## src/cda_pkg.sv

```systemverilog
`timescale 1ns / 1ps

package cda_pkg;

  localparam int unsigned YEAR_W  = 14;
  localparam int unsigned MONTH_W = 4;
  localparam int unsigned DAY_W   = 5;
  localparam int unsigned WDAY_W  = 3;
  localparam int unsigned OP_W    = 3;
  localparam int unsigned Q100_W  = 8;   // year / 100 for any 14-bit year
  localparam int unsigned R100_W  = 7;
  localparam int unsigned ZSUM_W  = 11;

  localparam logic [YEAR_W-1:0]  YEAR_MAX  = 14'd9999;
  localparam logic [MONTH_W-1:0] MON_FEB   = 4'd2;
  localparam logic [MONTH_W-1:0] MON_MAR   = 4'd3;
  localparam logic [MONTH_W-1:0] MON_DEC   = 4'd12;
  localparam logic [MONTH_W-1:0] MON_JAN   = 4'd1;
  localparam logic [DAY_W-1:0]   DAY_FIRST = 5'd1;
  localparam logic [DAY_W-1:0]   DAY_JAN_LEN = 5'd31;

  // floor(x / 100) = (x * 5243) >> 19 for x < 2^14
  localparam int unsigned RECIP100_MUL = 5243;
  localparam int unsigned RECIP100_SH  = 19;
  localparam int unsigned PROD100_W    = 27;
  // floor(x / 7) = (x * 4682) >> 15 for x < 2^11
  localparam int unsigned RECIP7_MUL   = 4682;
  localparam int unsigned RECIP7_SH    = 15;
  localparam int unsigned PROD7_W      = 24;

  typedef enum logic [OP_W-1:0] {
    OP_ADD_DAY   = 3'd0,
    OP_ADD_MONTH = 3'd1,
    OP_ADD_YEAR  = 3'd2,
    OP_WEEKDAY   = 3'd3,
    OP_NEXT_MON  = 3'd4
  } op_t;

  typedef struct packed {
    logic [OP_W-1:0]    op;
    logic [YEAR_W-1:0]  y;
    logic [MONTH_W-1:0] m;
    logic [DAY_W-1:0]   d;
    logic [YEAR_W-1:0]  yz;
    logic [MONTH_W-1:0] mz;
    logic [Q100_W-1:0]  qy;
    logic [Q100_W-1:0]  qz;
  } s1_t;

  typedef struct packed {
    logic [OP_W-1:0]    op;
    logic [YEAR_W-1:0]  y;
    logic [MONTH_W-1:0] m;
    logic [DAY_W-1:0]   d;
    logic [DAY_W-1:0]   len;
    logic [DAY_W-1:0]   len_nm;
    logic [DAY_W-1:0]   len_ny;
    logic [ZSUM_W-1:0]  h;
    logic               bad;
  } s2_t;

  typedef struct packed {
    logic [OP_W-1:0]    op;
    logic [YEAR_W-1:0]  y;
    logic [MONTH_W-1:0] m;
    logic [DAY_W-1:0]   d;
    logic [DAY_W-1:0]   len;
    logic [DAY_W-1:0]   len_nm;
    logic [DAY_W-1:0]   len_ny;
    logic [WDAY_W-1:0]  wd;
    logic               bad;
  } s3_t;

  typedef struct packed {
    logic [YEAR_W-1:0]  year;
    logic [MONTH_W-1:0] month;
    logic [DAY_W-1:0]   day;
    logic [WDAY_W-1:0]  weekday;
    logic               bad;
  } res_t;

  function automatic logic [DAY_W-1:0] month_len(input logic lp, input logic [MONTH_W-1:0] m);
    logic [DAY_W-1:0] len;
    begin
      unique case (m)
        4'd1, 4'd3, 4'd5, 4'd7, 4'd8, 4'd10, 4'd12: len = 5'd31;
        4'd4, 4'd6, 4'd9, 4'd11:                     len = 5'd30;
        4'd2:                                        len = lp ? 5'd29 : 5'd28;
        default:                                     len = 5'd0;
      endcase
      return len;
    end
  endfunction

  // floor(13 * (mz + 1) / 5) for the shifted month 3..14
  function automatic logic [5:0] zeller_month(input logic [MONTH_W-1:0] mz);
    logic [5:0] v;
    begin
      unique case (mz)
        4'd3:    v = 6'd10;
        4'd4:    v = 6'd13;
        4'd5:    v = 6'd15;
        4'd6:    v = 6'd18;
        4'd7:    v = 6'd20;
        4'd8:    v = 6'd23;
        4'd9:    v = 6'd26;
        4'd10:   v = 6'd28;
        4'd11:   v = 6'd31;
        4'd12:   v = 6'd33;
        4'd13:   v = 6'd36;
        4'd14:   v = 6'd39;
        default: v = 6'd0;
      endcase
      return v;
    end
  endfunction

endpackage

```

## src/cda_calc.sv

```systemverilog
`timescale 1ns / 1ps

module cda_calc (
  input  cda_pkg::s3_t  s3_i,
  output cda_pkg::res_t res_o
);
  import cda_pkg::*;

  logic [YEAR_W-1:0]  y_nxt;
  logic [MONTH_W-1:0] m_nxt;
  logic [DAY_W-1:0]   d_nxt;
  logic [MONTH_W-1:0] m_inc;
  logic               dec;
  logic [DAY_W:0]     d_mon;
  logic [DAY_W:0]     len_ext;
  logic [WDAY_W:0]    mon_step;

  assign dec      = (s3_i.m == MON_DEC);
  assign m_inc    = dec ? MON_JAN : (s3_i.m + MON_JAN);
  assign mon_step = (s3_i.wd == '0) ? 4'd1 : (4'd8 - {1'b0, s3_i.wd});
  assign d_mon    = {1'b0, s3_i.d} + {{(DAY_W-WDAY_W){1'b0}}, mon_step};
  assign len_ext  = {1'b0, s3_i.len};

  always_comb begin
    y_nxt = s3_i.y;
    m_nxt = s3_i.m;
    d_nxt = s3_i.d;
    if (!s3_i.bad) begin
      unique case (op_t'(s3_i.op))
        OP_ADD_DAY: begin
          if (s3_i.d < s3_i.len) begin
            d_nxt = s3_i.d + DAY_FIRST;
          end else begin
            y_nxt = dec ? (s3_i.y + 14'd1) : s3_i.y;
            m_nxt = m_inc;
            d_nxt = DAY_FIRST;
          end
        end
        OP_ADD_MONTH: begin
          y_nxt = dec ? (s3_i.y + 14'd1) : s3_i.y;
          m_nxt = m_inc;
          if (s3_i.d > s3_i.len_nm) d_nxt = s3_i.len_nm;
        end
        OP_ADD_YEAR: begin
          y_nxt = s3_i.y + 14'd1;
          if (s3_i.d > s3_i.len_ny) d_nxt = s3_i.len_ny;
        end
        OP_NEXT_MON: begin
          if (d_mon > len_ext) begin
            d_nxt = DAY_W'(d_mon - len_ext);
            y_nxt = dec ? (s3_i.y + 14'd1) : s3_i.y;
            m_nxt = m_inc;
          end else begin
            d_nxt = d_mon[DAY_W-1:0];
          end
        end
        default: begin
          d_nxt = s3_i.d;
        end
      endcase
    end
  end

  assign res_o.year    = y_nxt;
  assign res_o.month   = m_nxt;
  assign res_o.day     = d_nxt;
  assign res_o.weekday = s3_i.bad ? '0 : s3_i.wd;
  assign res_o.bad     = s3_i.bad || (y_nxt > YEAR_MAX);

endmodule

```

## src/calendar_date_alu.sv

```systemverilog
`timescale 1ns / 1ps
// Channel  Handshake             Word
// in       in_valid / in_stall   opcode, year, month, day
// out      out_valid / out_stall year, month, day, weekday, bad-date flag
//
// Four register stages: divide-by-100 multiplies, leap/valid/Zeller sum,
// mod-7 multiply, date update into the output register.
// One word per cycle while out_stall is low; out_valid rises as the word enters res_r.
// Synchronous active-low reset clears the stage valid bits only.
// A stalled output holds; upstream stages keep filling empty slots.

module calendar_date_alu (
  input  logic                          clk,
  input  logic                          rst_n,
  input  logic                          in_valid,
  output logic                          in_stall,
  input  logic [cda_pkg::OP_W-1:0]      in_opcode,
  input  logic [cda_pkg::YEAR_W-1:0]    in_year_in,
  input  logic [cda_pkg::MONTH_W-1:0]   in_month_in,
  input  logic [cda_pkg::DAY_W-1:0]     in_day_in,
  output logic                          out_valid,
  input  logic                          out_stall,
  output logic [cda_pkg::YEAR_W-1:0]    out_year_out,
  output logic [cda_pkg::MONTH_W-1:0]   out_month_out,
  output logic [cda_pkg::DAY_W-1:0]     out_day_out,
  output logic [cda_pkg::WDAY_W-1:0]    out_weekday,
  output logic                          out_bad_date
);
  import cda_pkg::*;

  logic v1_r, v2_r, v3_r, v4_r;
  logic rdy1, rdy2, rdy3, rdy4;
  s1_t  s1_r, s1_nxt;
  s2_t  s2_r, s2_nxt;
  s3_t  s3_r, s3_nxt;
  res_t res_r, res_nxt;

  assign rdy4     = !v4_r || !out_stall;
  assign rdy3     = !v3_r || rdy4;
  assign rdy2     = !v2_r || rdy3;
  assign rdy1     = !v1_r || rdy2;
  assign in_stall = !rdy1;

  // stage 1: shift months for Zeller, divide both years by 100
  logic              early;
  logic [PROD100_W-1:0] py, pz;

  always_comb begin
    early     = (in_month_in < MON_MAR);
    s1_nxt.op = in_opcode;
    s1_nxt.y  = in_year_in;
    s1_nxt.m  = in_month_in;
    s1_nxt.d  = in_day_in;
    s1_nxt.yz = early ? (in_year_in - 14'd1) : in_year_in;
    s1_nxt.mz = early ? (in_month_in + 4'd12) : in_month_in;
    py = PROD100_W'(in_year_in) * PROD100_W'(RECIP100_MUL);
    pz = PROD100_W'(s1_nxt.yz) * PROD100_W'(RECIP100_MUL);
    s1_nxt.qy = py[RECIP100_SH +: Q100_W];
    s1_nxt.qz = pz[RECIP100_SH +: Q100_W];
  end

  // stage 2: remainders, leap years, month lengths, validity, Zeller sum
  logic [YEAR_W-1:0] ry_full, rz_full;
  logic [R100_W-1:0] ry, k;
  logic              lp, lp_ny, cent_ny;
  logic [Q100_W-1:0] qy_ny;
  logic [ZSUM_W-1:0] j5;

  always_comb begin
    ry_full = s1_r.y  - (YEAR_W'(s1_r.qy) * 14'd100);
    rz_full = s1_r.yz - (YEAR_W'(s1_r.qz) * 14'd100);
    ry      = ry_full[R100_W-1:0];
    k       = rz_full[R100_W-1:0];
    lp      = ((s1_r.y[1:0] == 2'd0) && (ry != '0)) || ((ry == '0) && (s1_r.qy[1:0] == 2'd0));
    qy_ny   = s1_r.qy + 8'd1;
    cent_ny = (ry == 7'd99);
    lp_ny   = ((s1_r.y[1:0] == 2'd3) && !cent_ny) || (cent_ny && (qy_ny[1:0] == 2'd0));
    j5      = {1'b0, s1_r.qz, 2'b00} + ZSUM_W'(s1_r.qz);

    s2_nxt.op     = s1_r.op;
    s2_nxt.y      = s1_r.y;
    s2_nxt.m      = s1_r.m;
    s2_nxt.d      = s1_r.d;
    s2_nxt.len    = month_len(lp, s1_r.m);
    s2_nxt.len_nm = (s1_r.m == MON_DEC) ? DAY_JAN_LEN : month_len(lp, s1_r.m + MON_JAN);
    s2_nxt.len_ny = month_len(lp_ny, s1_r.m);
    // weekday offset of six folds Zeller's Saturday-first count into Sunday-first
    s2_nxt.h      = ZSUM_W'(s1_r.d) + ZSUM_W'(zeller_month(s1_r.mz)) + ZSUM_W'(k)
                  + ZSUM_W'(k[R100_W-1:2]) + ZSUM_W'(s1_r.qz[Q100_W-1:2]) + j5
                  + ZSUM_W'(6);
    s2_nxt.bad    = (s1_r.y == '0) || (s1_r.y > YEAR_MAX) || (s1_r.m == '0)
                  || (s1_r.m > MON_DEC) || (s1_r.d == '0) || (s1_r.d > s2_nxt.len);
  end

  // stage 3: reduce the Zeller sum mod 7
  logic [PROD7_W-1:0] p7;
  logic [ZSUM_W-1:0]  q7, r7;

  always_comb begin
    p7 = PROD7_W'(s2_r.h) * PROD7_W'(RECIP7_MUL);
    q7 = ZSUM_W'(p7[PROD7_W-1:RECIP7_SH]);
    r7 = s2_r.h - ZSUM_W'({q7, 3'b000} - {3'b000, q7});
    s3_nxt.op     = s2_r.op;
    s3_nxt.y      = s2_r.y;
    s3_nxt.m      = s2_r.m;
    s3_nxt.d      = s2_r.d;
    s3_nxt.len    = s2_r.len;
    s3_nxt.len_nm = s2_r.len_nm;
    s3_nxt.len_ny = s2_r.len_ny;
    s3_nxt.wd     = r7[WDAY_W-1:0];
    s3_nxt.bad    = s2_r.bad;
  end

  // stage 4: date update
  cda_calc u_calc (
    .s3_i  (s3_r),
    .res_o (res_nxt)
  );

  always_ff @(posedge clk) begin
    if (!rst_n) begin
      v1_r <= 1'b0;
      v2_r <= 1'b0;
      v3_r <= 1'b0;
      v4_r <= 1'b0;
    end else begin
      if (rdy1) v1_r <= in_valid;
      if (rdy2) v2_r <= v1_r;
      if (rdy3) v3_r <= v2_r;
      if (rdy4) v4_r <= v3_r;
    end
  end

  always_ff @(posedge clk) begin
    if (rdy1 && in_valid) s1_r  <= s1_nxt;
    if (rdy2 && v1_r)     s2_r  <= s2_nxt;
    if (rdy3 && v2_r)     s3_r  <= s3_nxt;
    if (rdy4 && v3_r)     res_r <= res_nxt;
  end

  assign out_valid     = v4_r;
  assign out_year_out  = res_r.year;
  assign out_month_out = res_r.month;
  assign out_day_out   = res_r.day;
  assign out_weekday   = res_r.weekday;
  assign out_bad_date  = res_r.bad;

endmodule

```

## config.mk

```make
export PLATFORM = sky130hd
export DESIGN_NAME = calendar_date_alu
export DESIGN_NICKNAME = d
export VERILOG_FILES = /design/src/cda_pkg.sv /design/src/cda_calc.sv /design/src/calendar_date_alu.sv
export SDC_FILE = /design/constraint.sdc
export NUM_CORES = 1
export LEC_CHECK = 0
export BUFFER_PORTS_ARGS = -buffer_cell sky130_fd_sc_hd__buf_2
export CORE_MARGIN = 5
export CORE_UTILIZATION = 60
export CTS_CLUSTER_SIZE = 12
export DETAILED_ROUTE_END_ITERATION = 8
export PLACE_DENSITY = 0.76
export SETUP_SLACK_MARGIN = 0.2
export SKIP_LAST_GASP = 1
export SYNTH_ARGS = -nofsm -noshare
export SYNTH_HDL_FRONTEND = slang
export SYNTH_HIERARCHICAL = 1
export SYNTH_SLANG_ARGS = --single-unit
```

## constraint.sdc

```tcl
create_clock -name clk -period 7.9 [get_ports clk]
set_input_delay 0.395 -clock clk [delete_from_list [all_inputs] [get_ports clk]]
set_output_delay 0.395 -clock clk [all_outputs]
set_load 0.02 [all_outputs]
```

After elaboration in Yosys (flattened, before gate mapping)

Memory sizes are Yosys's and may differ from the RTL's. A register that Yosys moved wholly into a read port is not among the register bits.
Index checks and enable logic that the tools add are counted.

Bits in registers: 182
Memory bits (read-only): 96
Bits of input ports: 30
Output and inout port bits: 29
Logic and storage cells: 167
Memories kept: 1

Add/subtract/negate cells: 21
Multipliers: 5
Order comparisons: 9
Equal/unequal tests: 30
Muxes and demuxes: 25
Reductions and logical operators: 41

Memories:

| memory          | depth | width | rd ports | clocked after memory_dff | wr ports | line          | source |
|---|---|---|---|---|---|---|---|
| (no name shown) | 16    | 6     | 1        | 1                        | 0        | cda_pkg.sv:99 | `unique case (mz)` |

Operators by type and width:

| cell                   | count |
|---|---|
| $mux 14                | 5 |
| $pmux 14 s4            | 1 |
| $mul 14x13->27 const B | 2 |
| $pmux 5 s3             | 3 |
| $eq 4x4->1 const B     | 11 |
| $eq 4x3->1 const B     | 8 |
| $gt 14x14->1 const B   | 2 |
| $mux 4                 | 7 |
| $mux 5                 | 5 |
| $pmux 5 s4             | 1 |
| $mul 11x12->17 const B | 1 |
| $eq 4x2->1 const B     | 4 |
| $mul 8x5->5 const B    | 2 |
| $gt 5x5->1             | 3 |
| $add 14x1->14 const B  | 1 |
| $logic_not 14->1       | 1 |
| $reduce_or 7->1        | 2 |
| $sub 14x1->14 const B  | 1 |
| $sub 7x7->7            | 2 |
| $logic_or 1x1->1       | 12 |
| $pmux 4 s3             | 1 |
| $add 10x11->11         | 1 |
| $add 10x8->11          | 1 |
| $add 11x3->11 const B  | 1 |
| other kinds (33)       | 53 |

Logic depth before layout (Yosys ltp)

Depth after elaboration: 9
Depth in mapped cells: 28
Gate-level depth less buffers: 27

Cells and area by module

The synthesis kept the hierarchy.

By module, submodules not included:

| module            | instances | cells an instance | area each (sq um) | sequential area each (sq um) |
|---|---|---|---|---|
| calendar_date_alu | 1         | 1288              | 15327.2           | 4914.7 |
| cda_calc          | 1         | 281               | 1969.4            | 0.0 |

Least setup slack after synthesis

No wires, ideal clock.

Path type: input port to flip-flop
Start: input in_year_in[2] (netlist name)
End: register s1_r[7] (netlist name) (data pin)
Setup time: 0.260 ns
Data arrival time: 6.066 ns
Required time: 7.640 ns
Slack: 1.574 ns
Cell stages on the path: 26
Path buffers: 0
Cell sequence: inv_1 ha_1 inv_1 o21ai_1 nand3_1 a21boi_1 nand3_1 xnor2_1 inv_1 ha_1 inv_1 fa_1 inv_1 fa_1 fa_1 inv_1 fa_1 inv_1 ha_1 nand4_1 nor2_1 a2111oi_4 o41ai_1 o21a_1 a221o_1 xnor2_1

Word-level cells in the longest chain between the ends: 3

RTL lines:

| element                | line                     | source |
|---|---|---|
| start: declaration     | calendar_date_alu.sv:18  | `input logic [cda_pkg::YEAR_W-1:0] in_year_in,` |
| $sub 14x1->14          | calendar_date_alu.sv:54  | `s1_nxt.yz = early ? (in_year_in - 14'd1) : in_year_in;` |
| $mux 14 *              | calendar_date_alu.sv:54  |  |
| $mul 14x13->27 *       | calendar_date_alu.sv:57  | `pz = PROD100_W'(s1_nxt.yz) * PROD100_W'(RECIP100_MUL);` |
| named net pz[26]       | calendar_date_alu.sv:46  | `logic [PROD100_W-1:0] py, pz;` |
| end signal: assignment | calendar_date_alu.sv:135 | `if (rdy1 && in_valid) s1_r <= s1_nxt;` |
| end: declaration       | calendar_date_alu.sv:33  | `s1_t s1_r, s1_nxt;` |

The timed path passes the listed nets; every way through them passes the cells marked *.
A chain may end at the register's enable or synchronous reset.

Worst setup path in the final report

Ends and elaborated chain as after synthesis.

==> impl_results.md <==
- Arrival @ worst endpoint: around 6.5 ns
- Syn_nets: 2089
- Primary FF master, synth: edfxtp_1
- Post-synth EDFFs: 157
- Synth unique cells: ~80
- Die height: ~180 um
- Nets: 2160
- DR WL/cell: 16.5 um
- Vias per cell: between 5 and 6
- Hpwl dp: about 28 mm
- Minimum clock period: around 6.4 ns
- CTS tree: built
- Starting density of the core: 0.606
- Synth Cell Area: 17300 um2
- Cells after Synth: ~1600
- Worst-path fanout max: 9
- Final Hold Fails: 0
- Fmax: approximately 0.16 GHz
- Status: finished clean
- Sequential area share after synthesis: 0.284
- First-pass GRT wire length: between 50 and 60 mm
- Share of synthesized registers carrying an async set or reset: 0
- Hold WC Path Type: primary input to flip-flop
- Worst-Skew Late Latency: between 0.4 and 0.5 ns
- Fin Hold WS: 0.142 ns
- Initial antenna violation count: 1
- Fin. max-slew vios: 0
- Inserted Clock Buffers: 17
- CTS-repair resized insts: 0
- Synth top area share: 0.273
- Remaining DRCs: 0
- Max Cap Viol: 0
- Register bit total from synthesis: 167
- CTS clk-pin slew, worst paths: approximately 0.070 ns
- Routed Antenna Nets: 0
- Yosys top cell by area: edfxtp_1
- CTS Hold Buffers Added: 0
- Yosys warnings: 6
- Largest net degree at the start of global routing: 49
- Routability Congestion: around 0.93
- Die width: roughly 180 um
- H-Tree Depth: 4
- Share of cells above drive strength 1: 0.0774
- Post-CTS setup buffers: 0
- Area delta synth->final: 7.53%
- Setup violators final: 0
- Largest cells by area after synthesis: edfxtp_1, ha_1, fa_1, inv_1, xnor2_1
- RSZ-0062 raised after global routing: false
- Core area: 28500 um2
- ANT cells: 0
- I/O pin cnt: around 60
- Gr usage total: 0.216
- Placed insts: 2005
- Final period util: 0.806
- Mean Syn Cell Area: ~11 um2
- Port Buf Inserts: 58
- Critical path class: primary input to flip-flop
- Rows: 62
- Fin Setup TNS: 0 ns
- Final Non-Filler Cells: 2037
- Layout Skew: 0.0122 ns
- Final wirelength: 33.5 mm
- Crit path capture type: flip-flop
- Clk buf depth: 2
- Grt total ovfl: 0
- Root Buffer: clkbuf_16
- Startpoint Class: primary input
- Pre-antenna DRT Iters: 5
- 1st-iter DRT viols: 690
- Rel. slew slack: 0.344
- Total number of vias: ~11000
- DIE AREA: 32300 um2
- Worst Max-Slew Pin Slew: 0.982 ns
- Vias in the first global route: 11666
- CTS Sinks: 167
- Fillers: 2235
- CP required: 8.07 ns
## cell families after synthesis
group / after synthesis / synth area share
buffers and inverters: 379 / 0.0842
AO/OA/AOI/OAI: 208 / 0.0839
XOR/XNOR: 85 / 0.0439
flip-flops: 167 / 0.284
AND/OR/NAND/NOR: 224 / 0.0660
adder cells (fa/ha/maj): 490 / 0.427
multiplexers: 16 / 0.0105
## worst max-delay path: stages
cell       delay [ns]
buf_2            0.16
inv_1            0.19
ha_1             0.22
inv_1            0.05
o21ai_1          0.15
nand3_1          0.12
a21boi_1         0.25
nand2_1          0.14
xnor2_2          0.43
inv_1            0.10
ha_1             0.34
inv_1            0.07
fa_1             0.52
inv_1            0.06
fa_1             0.47
fa_1             0.49
inv_1            0.05
fa_1             0.53
inv_1            0.04
ha_1             0.30
nand4_1          0.10
nor2_1           0.08
a2111oi_4        0.43
o41ai_1          0.15
o21a_1           0.23
a221o_1          0.33
xnor2_1          0.13
## layout by cell type, fill, tap and decap left out, drive strengths merged, types with 4 or more instances in the layout
cell type,synthesis,final
nor2,45,45
edfxtp,157,157
xor2,19,19
fa,168,168
clkinv,0,6
mux2i,12,12
nor2b,14,14
nor3,8,8
o211ai,8,8
ha,322,322
clkbuf,5,17
o21ai,42,42
a31oi,5,5
xnor2,66,66
nand2b,9,9
nor4,5,5
dfxtp,10,10
o21bai,5,5
o21a,16,16
nor3b,4,4
or2,7,7
nand3,33,33
buf,7,64
o221ai,4,4
a21o,22,22
and3,16,16
a21boi,5,5
a21oi,48,48
nand4,11,11
o31ai,5,5
a211oi,5,5
nand2,61,61
a31o,4,4
mux2,4,4
o41ai,6,6
inv,367,375
o22ai,5,5
a2111oi,5,5
## sequential cells by signal, summed over array words and instances (netlist names), named ones only
name           count
s2_r              45
v2_r               1
v3_r               1
out_month_out      4
out_bad_date       1
v1_r               1
out_day_out        5
out_year_out      14
s1_r              48
out_valid          1
out_weekday        3
s3_r              37
## final timing paths
path	from	to	slack, ns	cells past startpoint
worst max-delay path	in_year_in[2]	s1_r[7]	1.53	27
worst min-delay path	in_day_in[3]	s1_r[37]	0.14	1
worst max register to register	s1_r[0]	s2_r[11]	2.24	17
worst min register to register	s1_r[57]	s2_r[50]	0.42	0
## cell usage after synthesis, types with 10 or more instances
master	instances
o21ai_0	26
xor2_1	19
edfxtp_1	157
inv_1	363
ha_1	322
o21a_1	16
fa_1	168
nand4_1	11
xnor2_1	64
and3_1	15
a21oi_1	47
mux2i_1	10
a21o_1	22
dfxtp_1	10
nor2_1	45
o21ai_1	15
nand2_1	61
nor2b_1	14
nand3_1	33
## metrics by stage
step	utilization	setup WS, ns	cell area [um2]
CTS	0.652	1.56	18600
floorplan	-	1.57	17300
detailed placement	0.632	1.11	18100
global placement	0.632	1.26	18100
global route	0.652	1.06	18600
finish	0.652	1.53	18600
## final cells by class
cell class / instances / area (um2) / area share
Clock buffer: 17 / 425 / 0.0229
Clock inverter: 15 / 118 / 0.00632
Inverter: 367 / 1380 / 0.0741
Multi-Input combinational cell: 1023 / 10900 / 0.589
Sequential cell: 167 / 4910 / 0.264
Tap cell: 384 / 480 / 0.0258
Timing Repair Buffer: 64 / 335 / 0.0180
## per-layer routing
layer / up-vias / global-route usage / part of all wire
met5: - / 0 / 0.00060
met4: 2 / 0.0533 / 0.015
met3: 31 / 0.0291 / 0.033
met2: 201 / 0.389 / 0.52
met1: 5363 / 0.277 / 0.43
li1: 5395 / - / -
Power is left out: the tool's default activity adds up to more than one toggle a clock period on the data nets, which glitch-free logic cannot reach.
